==> src/kmc_pkg.sv <==
// ----------------------------------------------------------------------------
// kmc_pkg
// Shared types and constants of the 2-D k-means block: field widths, input
// actions, result status codes, controller states, command and status bundles.
// ----------------------------------------------------------------------------
package kmc_pkg;

  // Field widths fixed by the stream format
  localparam int COORD_W = 16;
  localparam int NUM_CL = 4;
  localparam int CL_W = 2;
  localparam int SIZE_W = 11;
  localparam int ITER_W = 16;
  localparam int STAT_W = 2;
  localparam int ACT_W = 2;
  localparam int BC_W = $clog2(COORD_W + 1);

  localparam int IN_TDATA_W = 2 * COORD_W;
  localparam int OUT_FIELDS_W = CL_W + 2 * COORD_W + SIZE_W + ITER_W;
  localparam int OUT_TDATA_W = 64;
  localparam int OUT_PAD_W = OUT_TDATA_W - OUT_FIELDS_W;

  localparam int MAX_POINTS_DEF = 1024;
  localparam logic [ITER_W-1:0] ITER_LIMIT_RST = ITER_W'(1000);

  typedef enum logic [ACT_W-1:0] {
    ACT_CLEAR = 2'd0,
    ACT_LOAD  = 2'd1,
    ACT_RUN   = 2'd2
  } action_t;

  typedef enum logic [STAT_W-1:0] {
    STAT_CONVERGED = 2'd0,
    STAT_LIMIT     = 2'd1,
    STAT_FEW       = 2'd2,
    STAT_FULL      = 2'd3
  } status_t;

  typedef enum logic [2:0] {
    ST_IDLE,
    ST_SEED,
    ST_PASS_START,
    ST_PASS,
    ST_CHECK,
    ST_DIV,
    ST_RESULT
  } state_t;

  typedef struct packed {
    logic    clear;
    logic    load_wr;
    logic    run_start;
    logic    seed;
    logic    pass_init;
    logic    pass_run;
    logic    div_init;
    logic    div_run;
    logic    res_init;
    logic    emit;
    logic    out_flag;
    status_t flag_code;
  } cmd_t;

  typedef struct packed {
    logic out_busy;
    logic full;
    logic few;
    logic seed_done;
    logic pass_done;
    logic changed;
    logic limit_hit;
    logic div_done;
    logic res_done;
  } sts_t;

endpackage

==> src/kmc_ctrl.sv <==
// ----------------------------------------------------------------------------
// kmc_ctrl
// Sequencer of the k-means block: takes input transfers, then steps a run
// through seeding, assignment passes, center updates and result output.
// ----------------------------------------------------------------------------
module kmc_ctrl (
  input  logic                      clk,
  input  logic                      rst,
  input  logic                      s_axis_tvalid,
  output logic                      s_axis_tready,
  input  logic [kmc_pkg::ACT_W-1:0] s_axis_tuser,
  input  kmc_pkg::sts_t             sts,
  output kmc_pkg::cmd_t             cmd
);

  kmc_pkg::state_t state, state_next;
  kmc_pkg::action_t act;
  logic accept;

  assign act = kmc_pkg::action_t'(s_axis_tuser);
  assign s_axis_tready = (state == kmc_pkg::ST_IDLE) && !sts.out_busy;
  assign accept = s_axis_tvalid && s_axis_tready;

  // Hold the state register
  always_ff @(posedge clk) begin
    if (rst) begin
      state <= kmc_pkg::ST_IDLE;
    end else begin
      state <= state_next;
    end
  end

  // Advance the sequence
  always_comb begin
    state_next = state;
    case (state)
      kmc_pkg::ST_IDLE: begin
        if (accept && act == kmc_pkg::ACT_RUN && !sts.few) begin
          state_next = kmc_pkg::ST_SEED;
        end
      end
      kmc_pkg::ST_SEED: begin
        if (sts.seed_done) begin
          state_next = kmc_pkg::ST_PASS_START;
        end
      end
      kmc_pkg::ST_PASS_START: state_next = kmc_pkg::ST_PASS;
      kmc_pkg::ST_PASS: begin
        if (sts.pass_done) begin
          state_next = kmc_pkg::ST_CHECK;
        end
      end
      kmc_pkg::ST_CHECK: begin
        if (sts.changed && !sts.limit_hit) begin
          state_next = kmc_pkg::ST_DIV;
        end else begin
          state_next = kmc_pkg::ST_RESULT;
        end
      end
      kmc_pkg::ST_DIV: begin
        if (sts.div_done) begin
          state_next = kmc_pkg::ST_PASS_START;
        end
      end
      kmc_pkg::ST_RESULT: begin
        if (sts.res_done) begin
          state_next = kmc_pkg::ST_IDLE;
        end
      end
      default: state_next = kmc_pkg::ST_IDLE;
    endcase
  end

  // Drive datapath commands
  always_comb begin
    cmd = '0;
    cmd.flag_code = kmc_pkg::STAT_CONVERGED;
    case (state)
      kmc_pkg::ST_IDLE: begin
        if (accept) begin
          case (act)
            kmc_pkg::ACT_CLEAR: cmd.clear = 1'b1;
            kmc_pkg::ACT_LOAD: begin
              if (sts.full) begin
                cmd.out_flag = 1'b1;
                cmd.flag_code = kmc_pkg::STAT_FULL;
              end else begin
                cmd.load_wr = 1'b1;
              end
            end
            kmc_pkg::ACT_RUN: begin
              if (sts.few) begin
                cmd.out_flag = 1'b1;
                cmd.flag_code = kmc_pkg::STAT_FEW;
              end else begin
                cmd.run_start = 1'b1;
              end
            end
            default: cmd.clear = 1'b0;
          endcase
        end
      end
      kmc_pkg::ST_SEED: cmd.seed = 1'b1;
      kmc_pkg::ST_PASS_START: cmd.pass_init = 1'b1;
      kmc_pkg::ST_PASS: cmd.pass_run = 1'b1;
      kmc_pkg::ST_CHECK: begin
        if (sts.changed && !sts.limit_hit) begin
          cmd.div_init = 1'b1;
        end else begin
          cmd.res_init = 1'b1;
        end
      end
      kmc_pkg::ST_DIV: cmd.div_run = 1'b1;
      kmc_pkg::ST_RESULT: cmd.emit = 1'b1;
      default: cmd.clear = 1'b0;
    endcase
  end

endmodule

==> config.mk <==
export PLATFORM = sky130hd
export DESIGN_NAME = kmc_ctrl
export DESIGN_NICKNAME = d
export VERILOG_FILES = /design/src/kmc_pkg.sv /design/src/kmc_ctrl.sv
export SDC_FILE = /design/constraint.sdc
export NUM_CORES = 1
export LEC_CHECK = 0
export BUFFER_PORTS_ARGS = -buffer_cell sky130_fd_sc_hd__buf_2
export CAP_MARGIN = 25
export CELL_PAD_IN_SITES_DETAIL_PLACEMENT = 0
export CELL_PAD_IN_SITES_GLOBAL_PLACEMENT = 1
export CORE_MARGIN = 2
export CORE_UTILIZATION = 27
export CTS_CLUSTER_DIAMETER = 120
export DETAILED_ROUTE_END_ITERATION = 8
export GPL_ROUTABILITY_DRIVEN = 0
export MAX_ROUTING_LAYER = met4
export PLACE_DENSITY = 0.86
export SLEW_MARGIN = 20
export SYNTH_ARGS = -nofsm -noshare
export SYNTH_HDL_FRONTEND = slang
export SYNTH_SLANG_ARGS = --single-unit
==> constraint.sdc <==
create_clock -name clk -period 5.1 [get_ports clk]
set_input_delay 1.53 -clock clk [delete_from_list [all_inputs] [get_ports clk]]
set_output_delay 1.53 -clock clk [all_outputs]
set_load 0.01 [all_outputs]
==> Yosys cells after proc, flatten, opt, wreduce, memory -nomap -nowiden <==
Index checks and enable logic that the tools add are counted.
{ "op_classes": {"eq_ne": 13, "mux": 29, "n_reduce_logical": 11} }
{ "ops": {"columns": ["operator", "n"], "rows": [
  ["$mux 3", 10],
  ["$pmux 3 s7", 1],
  ["$mux 1", 15],
  ["$eq 3x3->1 const B", 3],
  ["$ne 2x2->1 const B", 4],
  ["$eq 3x2->1 const B", 2],
  ["$pmux 3 s2", 1],
  ["$logic_and 1x1->1", 5],
  ["$reduce_and 5->1", 1],
  ["$mux 2", 2],
  ["$eq 3x1->1 const B", 1],
  ["$logic_not 1->1", 3],
  ["$logic_not 3->1", 1],
  ["$eq 2x1->1 const B", 1],
  ["$eq 2x2->1 const B", 1],
  ["$logic_not 2->1", 1],
  ["$ne 2x1->1 const B", 1]
]} }
{ "totals": {"ff_bits": 3, "input_bits": 14, "out_inout_bits": 14, "word_cells": 54} }

==> Longest topological paths before layout <==
Gate-level depths: netlist (run 1).
{ "logic_depth": {"word_depth": 7, "depth_mapped": 6, "mapped_depth_nobuf": 6} }

==> Worst setup path before layout (run 1) <==
Ideal clock, no wire load.
{ "synth_timing": {"kind": "input-to-output", "startpoint": "input port s_axis_tuser[0] (netlist name)", "endpoint": "output port cmd[2] (netlist name)", "arrival_time_ns": 2.307, "required_time_ns": 3.570, "path_slack_ns": 1.263, "path_stages": 5, "n_path_buf": 1, "path_cell_list": "inv_1 -> ha_1 -> nand2_1 -> a21oi_1 -> buf_4"} }
{ "synth_rtl": {"columns": ["element", "line_no", "source"], "rows": [
  ["start: declaration", "kmc_ctrl.sv:11", "input logic [kmc_pkg::ACT_W-1:0] s_axis_tuser,"],
  ["end: declaration", "kmc_ctrl.sv:13", "output kmc_pkg::cmd_t cmd"]
]} }

==> results.md, run 1 <==
Pwr:
- The total power is 0.186 mW.
- For this design the static power due to leakage is ~0.28 nW.
- The power density over the cells is ~340 nW/um^2.
- The worst voltage drop across the vdd grid is roughly 0.17 mV.

Timing:
- The final setup TNS is 0 ps.
- The final critical path takes up approximately 76% of the cycle.
- Setup repair after global routing left no endpoint under its margin.
- Setup violations remaining at the end of the flow were counted as 0.
- The count of final max-slew check failures is 0.
- Hold timing on the final database bottoms out at a slack of just over 600 ps.
- The minimum period implied by the final worst setup slack is ~3900 ps.
- The worst slew margin relative to its limit is a little over three fifths.
- Static timing analysis puts the maximum clock frequency at 0.258 GHz.
- The transition time at the pin with the least slew margin is around 550 ps.
- The count of endpoints failing hold in the final timing report was 0.
- The clock arrives with 0.803 ps of skew.

Global routing:
- The total routing resource utilization after global routing is between 10% and 20%.
- The number of global-route vias before repair was 413.
- The remaining global-route overflow is 0.
- The number of antenna violations at the first check in global routing is 0.
- The first global-routing pass estimated about 1700 microns of wire.
- The pin count of the biggest net entering global routing is 15.

Critical path:
- The startpoint type of the worst setup path is an input pin.
- The worst setup path is captured at an output pin.
- The critical path is of the in2out type.
- The maximum net fanout on the critical path is 4.
- Setup slack on the worst reg-to-reg path comes out at between 3000 and 4000 ps.
- For the worst setup path, the data arrival time is roughly 2400 ps.
- Data on the critical path is required at its endpoint by around 3600 ps.

Route:
- The residual DRC count is 0.
- For this block, the initial DRC count from the detailed router was 3.
- For this run, the detailed router's first-pass iteration total came to 4.
- The average routed wire per standard cell is 9.93 microns.
- The detail route stage leaves a number of antenna-violating nets equal to 0.
- Summed over all layers, the routed wires come to between 900 and 1000 microns.
- Detailed routing inserted a total of 469 vias.
- In the routed layout, each cell is associated on average with a via count of 4.89.

CTS:
- The buffers inserted during post-CTS setup optimization is 0.
- The largest buffer count on any clock path is 2.
- The H-tree depth is 1.
- The post-cts repair resize count is 0.
- The number of clock buffers inserted by TritonCTS is 3.
- The later-pin clock latency in the skew report is approximately 230 ps.
- The number of sinks handled by clock tree synthesis is 3.
- After clock tree synthesis, the clock-pin slew on the worst setup and hold paths is approximately 40 ps.
- The tree is rooted in a sky130_fd_sc_hd__clkbuf_4.
- Buffers inserted to repair hold after CTS numbered 0.
- TritonCTS built the clock tree.

Final layout:
- From synthesis to final layout, the design area changed by 36.1%.
- The register with the most flip-flops in the layout has 3 of them.
- The multi-input combinational cell area is approximately 300 sq um.
- In the final layout, the registers with the most flip-flops are state (3).
- The final core utilization is 40.9%.
- Summing all flip-flop and latch instances after layout gives about 60 sq um.
- The post-route netlist has between 40% and 50% of its cells at a drive strength greater than 1.
- At the end of the flow, the number of nets in the layout was 99.
- The number of fill cells is 145.
- The number of inserted diodes is 0.
- The register with the most flip-flops is state.

Hold path:
- The class of the most critical hold timing path is reg2reg.

Logic synthesis:
- After synthesis, the netlist uses 27 different library cells.
- Sequential elements use approximately 15% of the synthesized area.
- The number of warnings printed during yosys synthesis is 0.
- The post-synthesis net count is between 70 and 80.
- After synthesis the netlist holds a flip-flop and latch count of 3.
- The average instance in the mapped netlist occupies 7.51 sq um.
- The cell accounting for the most synthesized area is sky130_fd_sc_hd__dfxtp_1.
- The area share of the largest cell type after synthesis is between 10% and 20%.
- The cell area after synthesis is 405 sq um.
- The count of mapped cells out of synthesis is 54.
- Yosys attributes the largest share of cell area to sky130_fd_sc_hd__dfxtp_1, sky130_fd_sc_hd__ha_1, sky130_fd_sc_hd__a21oi_1, sky130_fd_sc_hd__nor2_1, sky130_fd_sc_hd__buf_6.

Floorplanning:
- The die span in x is between 40 and 50 microns.
- The floorplan step defined a die boundary enclosing roughly 1800 sq um.
- The initialized floorplan defines 13 standard-cell rows.
- The core region is 1350 sq um.
- The die span in y is 42.8 microns.
- Once the floorplan was initialized, standard cells occupied 30.0% of the core.
- For this design the top-level I/O count stands at 28.

Flow run:
- The count of maximum capacitance violations is 0.

Placed design:
- The post-DP HPWL is roughly 730 microns.
- The number of port buffers is 27.

Run status:
- The flow ran to the end, and the final reports show no timing, DRC or antenna violations.
metal layers:
metal	global-route usage, %	wire, microns
met1	13.9	417
met2	20.3	450
met3	0	85
met4	5.63	0
met5	-	0
metrics by stage:
step,worst slack [ps],area [sq um],cells
finish,1220,552,96
global route,1130,552,96
CTS,1220,552,96
detailed placement,1230,526,92
global placement,1240,526,92
floorplan,1260,405,54
worst paths after layout:
kind,startpoint,endpoint,cells after the start
worst min register to register,state[1],state[1],2
worst max register to register,state[2],state[0],4
worst min-delay path,state[1],state[1],2
worst max-delay path,sts[8],cmd[11],4
power by group:
| group | total (mW) | internal (mW) | switching, mW |
|---|---|---|---|
| clock network | 0.0428 | 0.0294 | 0.0134 |
| registers | 0.0521 | 0.0308 | 0.0212 |
| logic | 0.0907 | 0.0461 | 0.0446 |
| total | 0.186 | 0.106 | 0.0793 |
cells in the mapped netlist:
cell / instances
sky130_fd_sc_hd__a21oi_1: 6
sky130_fd_sc_hd__and2_1: 1
sky130_fd_sc_hd__and3b_4: 1
sky130_fd_sc_hd__and4b_1: 1
sky130_fd_sc_hd__buf_4: 1
sky130_fd_sc_hd__buf_6: 2
sky130_fd_sc_hd__clkbuf_1: 1
sky130_fd_sc_hd__dfxtp_1: 3
sky130_fd_sc_hd__ha_1: 3
sky130_fd_sc_hd__inv_1: 3
sky130_fd_sc_hd__mux2_2: 1
sky130_fd_sc_hd__nand2_1: 4
sky130_fd_sc_hd__nand2b_1: 2
sky130_fd_sc_hd__nor2_1: 8
sky130_fd_sc_hd__nor2b_4: 1
sky130_fd_sc_hd__nor3_1: 1
sky130_fd_sc_hd__nor3b_1: 3
sky130_fd_sc_hd__nor4b_1: 1
sky130_fd_sc_hd__nor4bb_1: 1
sky130_fd_sc_hd__o21ai_0: 3
sky130_fd_sc_hd__o31ai_1: 1
sky130_fd_sc_hd__o32ai_1: 1
sky130_fd_sc_hd__or3_1: 1
sky130_fd_sc_hd__or3_4: 1
sky130_fd_sc_hd__or3b_1: 1
sky130_fd_sc_hd__or4_1: 1
sky130_fd_sc_hd__or4b_1: 1
worst max-delay path: stages:
cell and delay, ps:
sky130_fd_sc_hd__buf_2 120, sky130_fd_sc_hd__or3b_1 360, sky130_fd_sc_hd__nor3b_1 190, sky130_fd_sc_hd__buf_2 160
cell families (layout without fill, tap and decap cells):
logic type                 count (synthesis)  in the layout  synth area share [%]
and+or+nand+nor                           29             29                  46.9
adders and majority gates                  3              3                  9.26
buffers and inverters                      7             34                  11.1
muxes                                      1              1                  2.78
AOI/OAI and AO/OA                         11             11                  15.1
DFF                                        3              3                  14.8
final cells by class:
cell class	instances	share of cell area, %
inverter	3	2.04
clock buffer	4	4.76
multi-input combinational	44	54.4
timing repair buffer	27	24.5
tap	15	3.40
sequential	3	10.9
cell usage in the layout, fill, tap and decap left out, types with 2 or more instances in the layout:
| cell type | netlist | routed |
|---|---|---|
| sky130_fd_sc_hd__nor3b_1 | 3 | 3 |
| sky130_fd_sc_hd__o21ai_0 | 3 | 3 |
| sky130_fd_sc_hd__buf_2 | 0 | 27 |
| sky130_fd_sc_hd__nand2_1 | 4 | 4 |
| sky130_fd_sc_hd__inv_1 | 3 | 3 |
| sky130_fd_sc_hd__nor2_1 | 8 | 8 |
| sky130_fd_sc_hd__nand2b_1 | 2 | 2 |
| sky130_fd_sc_hd__clkbuf_4 | 0 | 3 |
| sky130_fd_sc_hd__dfxtp_1 | 3 | 3 |
| sky130_fd_sc_hd__a21oi_1 | 6 | 6 |
| sky130_fd_sc_hd__ha_1 | 3 | 3 |
Note: power is estimated with default switching activity, not from simulation.
==> run 2: changes to the inputs <==
CORE_UTILIZATION = 25   (was 27)
PLACE_DENSITY = 0.81   (was 0.86)
clock period = 3.9 ns   (was 5.1 ns; I/O delays follow)
==> run 2 against run 1 <==
  * Combinational power grew 29%
  * Worst hold slack improved by 15 ps
  * Utilization shrank 4.2 points
  * Final cell count grew 1.0%
  * Critical endpoint is now cmd[10]
  * Largest power group unchanged
==> results.md, run 2 (same netlist as run 1, synthesis figures left out) <==
Critical path:
- The worst setup path is launched from an input pin.
- The signal on the critical path passes through buf_2 > or3b_1 > nor3b_1 > buf_2.
- The capture point of the worst reg-to-reg path is state[1].
- The worst setup path is of the in2out kind.
- The data arrival time at the worst-slack endpoint is 2030 ps (-320 ps).
- The cell that appears most often on the critical path is sky130_fd_sc_hd__buf_2.
- The path depth of the worst reg2reg path is 4 (unchanged).
- The largest incremental delay on the critical path came to 380 ps (+20 ps).
- STA classifies the critical path endpoint as an output pin.
- For this design, the slowest cell found on the critical path is sky130_fd_sc_hd__or3b_1.
- The data required time of the critical path is 2730 ps (-840 ps).
- The origin of the critical flop-to-flop path is state[1].
- The worst reg-to-reg setup slack was 2310 ps (-1160 ps).
- The maximum net fanout on the critical path is 4 (unchanged).

Hold path:
- The worst hold path belongs to the class reg2reg.
- The number of cells traversed by the worst hold path came to 2 (unchanged).
- In this run the most critical hold path is launched from state[2].
- The end point of the most critical hold path is state[2].

Placed design:
- The post-DP HPWL came to 780 microns (+6.4%).
- The placed instance count is 93 (+1.1%).
- The number of port buffers was 27 (unchanged).

CTS:
- The clock tree from TritonCTS is done.
- The number of hold buffers added after cts came to 0 (unchanged).
- The tree is rooted in a sky130_fd_sc_hd__clkbuf_4.
- The number of sinks handled by clock tree synthesis is 3 (unchanged).
- The post-cts repair resize count came to 0 (unchanged).
- The largest buffer count on any clock path is 2 (unchanged).
- The buffers inserted during post-CTS setup optimization is 0 (unchanged).
- The H-tree depth is 1 (unchanged).
- The later-pin clock latency in the skew report is 230 ps (about the same).
- The clock-pin slew reported for the worst setup and hold paths after clock tree synthesis was 40 ps (about the same).
- The number of clock buffers inserted by TritonCTS came to 3 (unchanged).

Pwr:
- The static leakage is 0.276 nW (unchanged).
- The internal power contribution was 0.139 mW (+31%).
- The switching part of the total is 42.1% (-0.57 points).
- The sequential power share is 28.5% (+0.4 points).
- The power density over the cells came to 434 nW/um^2 (+29%).
- The portion of total power attributed to combinational logic was 48.7% (-0.2 points).
- The worst voltage drop across the vdd grid is 0.180 mV (+4.3%).
- The share of power burned in the clock network is 22.8% (-0.3 points).
- The net switching power came to 0.101 mW (+28%).

Run status:
- The run finished with clean final reports.

Global routing:
- The total routing resource utilization after global routing is 11.1% (-0.63 points).
- The pin count of the biggest net entering global routing came to 15 (unchanged).
- The wire length of the first global-routing pass is 1530 microns (-8.3%).
- The remaining global-route overflow was 0 (unchanged).
- The number of global-route vias before repair was 406 (-1.7%).
- The number of antenna violations at the first check in global routing was 0 (unchanged).

Floorplanning:
- The I/O pin count is 28 (unchanged).
- The die span in y is 44.3 microns (+3.6%).
- The total core area is 1510 sq um (+12%).
- The overall die area came to 1960 sq um (+7.2%).
- The die span in x is 44.3 microns (+3.6%).
- The starting density of the core is 26.9% (-3.1 points).
- The standard-cell row count was 14 (+1).

Final layout:
- The area used by sequential logic in the layout is 60.1 sq um (unchanged).
- The number of inserted diodes is 0 (unchanged).
- The number of fill cells was 170 (+17%).
- The library cells used most frequently in the layout, excluding fill and tap cells, are sky130_fd_sc_hd__buf_2, sky130_fd_sc_hd__nor2_1, sky130_fd_sc_hd__a21oi_1.
- The number of nets in the finished design is 99 (unchanged).
- In the final layout, the registers with the most flip-flops are state (3).
- The post-layout instance count excluding filler cells came to 97 (+1.0%).
- More flip-flops sit in one register than any other, and that register is state.
- The fraction of final layout cells with drive strength greater than 1 is 42.0% (unchanged).
- The multi-input combinational cell area is 300 sq um (unchanged).
- Relative to the synthesized area, the layout overhead comes to 36.4%.
- The leading cell type in the layout, fill and taps excluded is sky130_fd_sc_hd__buf_2.
- The flip-flop count of the largest register after layout was 3 (unchanged).

Route:
- The routed wire length came to 972 microns (+2.0%).
- The detail-routed via count per cell came to 4.71 (-3.6%).
- The average routed wire per standard cell was 10.0 microns (+0.94%).
- The number of violations reported at the end of detailed-routing iteration 0 is 8 (+5).
- The detailed-routing iteration count for the pre-antenna-repair pass is 4 (unchanged).
- The number of vias in the routed layout came to 457 (-2.6%).
- The residual DRC count is 0 (unchanged).
- The residual antenna-violating net count after detailed routing is 0 (unchanged).

Timing:
- The worst slew margin relative to its limit is 66.2% (+3.3 points).
- The count of final max-slew check failures was 0 (unchanged).
- Setup repair after global routing left no endpoint under its margin.
- The largest clock skew in the final design is 4.40 ps (+3.60 ps).
- The total of endpoints with negative setup slack in the final report is 0 (unchanged).
- The final setup TNS is 0 ps (unchanged).
- For the finished layout, the period the worst path requires is ~3200 ps.
- The transition time at the pin with the least slew margin was 506 ps (-48.9 ps).
- The worst path uses between 80% and 90% of the clock period.
- The count of endpoints failing hold in the final timing report is 0 (unchanged).
- The maximum frequency from static timing analysis is between 0.3 and 0.4 GHz.

Flow run:
- The count of maximum capacitance violations is 0 (unchanged).
-- run 2: cell counts in the layout (fill, tap and decap cells not counted) --
Identical to the previous run, type by type.
-- run 2: layout make-up --
cell class / instances / area share (%)
multi-input combinational: 44 / 54.3
timing repair buffer: 27 / 24.4
sequential: 3 / 10.9
clock buffer: 4 / 4.75
tap: 16 / 3.62
inverter: 3 / 2.04
-- run 2: worst max-delay path by stage --
stage               slack (ps)             from  endpoint
CTS                        690           sts[8]   cmd[10]
global placement           750           sts[8]   cmd[10]
detailed placement         700           sts[8]   cmd[10]
finish                     700           sts[8]   cmd[10]
floorplan                  780  s_axis_tuser[0]    cmd[2]
global route               620           sts[8]   cmd[10]
-- run 2: worst max-delay path: cells and delay by family --
family                 cells  cell delay, ps
buffers and inverters      2             280
AND/OR/NAND/NOR            2             580
-- run 2: routing by layer --
metal / vias up / wire length (microns) / track usage, %
li1: 242 / - / -
met1: 197 / 405 / 11.3
met2: 18 / 502 / 18.8
met3: 0 / 64 / 2.45
met4: 0 / 0 / 7.27
met5: - / 0 / -
-- run 2: power by group through the flow --
| stage | Clock [mW] | Sequential [mW] | Combinational [mW] |
|---|---|---|---|
| after floorplan | 0 | 0.0478 | 0.111 |
| after global placement | 0 | 0.0695 | 0.117 |
| after detailed placement | 0 | 0.0687 | 0.118 |
| after CTS | 0.0564 | 0.0681 | 0.119 |
| after global routing | 0.0596 | 0.0720 | 0.134 |
| final | 0.0548 | 0.0684 | 0.117 |
-- run 2: stage by stage --
step	util, %	total power, mW	worst slack, ps	hold slack, ps	instance area [sq um]
after global routing	36.7	0.265	623	696	553
after CTS	36.7	0.243	688	634	553
after global placement	35.0	0.187	752	617	527
after detailed placement	35.0	0.187	695	626	527
after floorplan	-	0.159	783	580	405
final	36.7	0.240	702	639	553
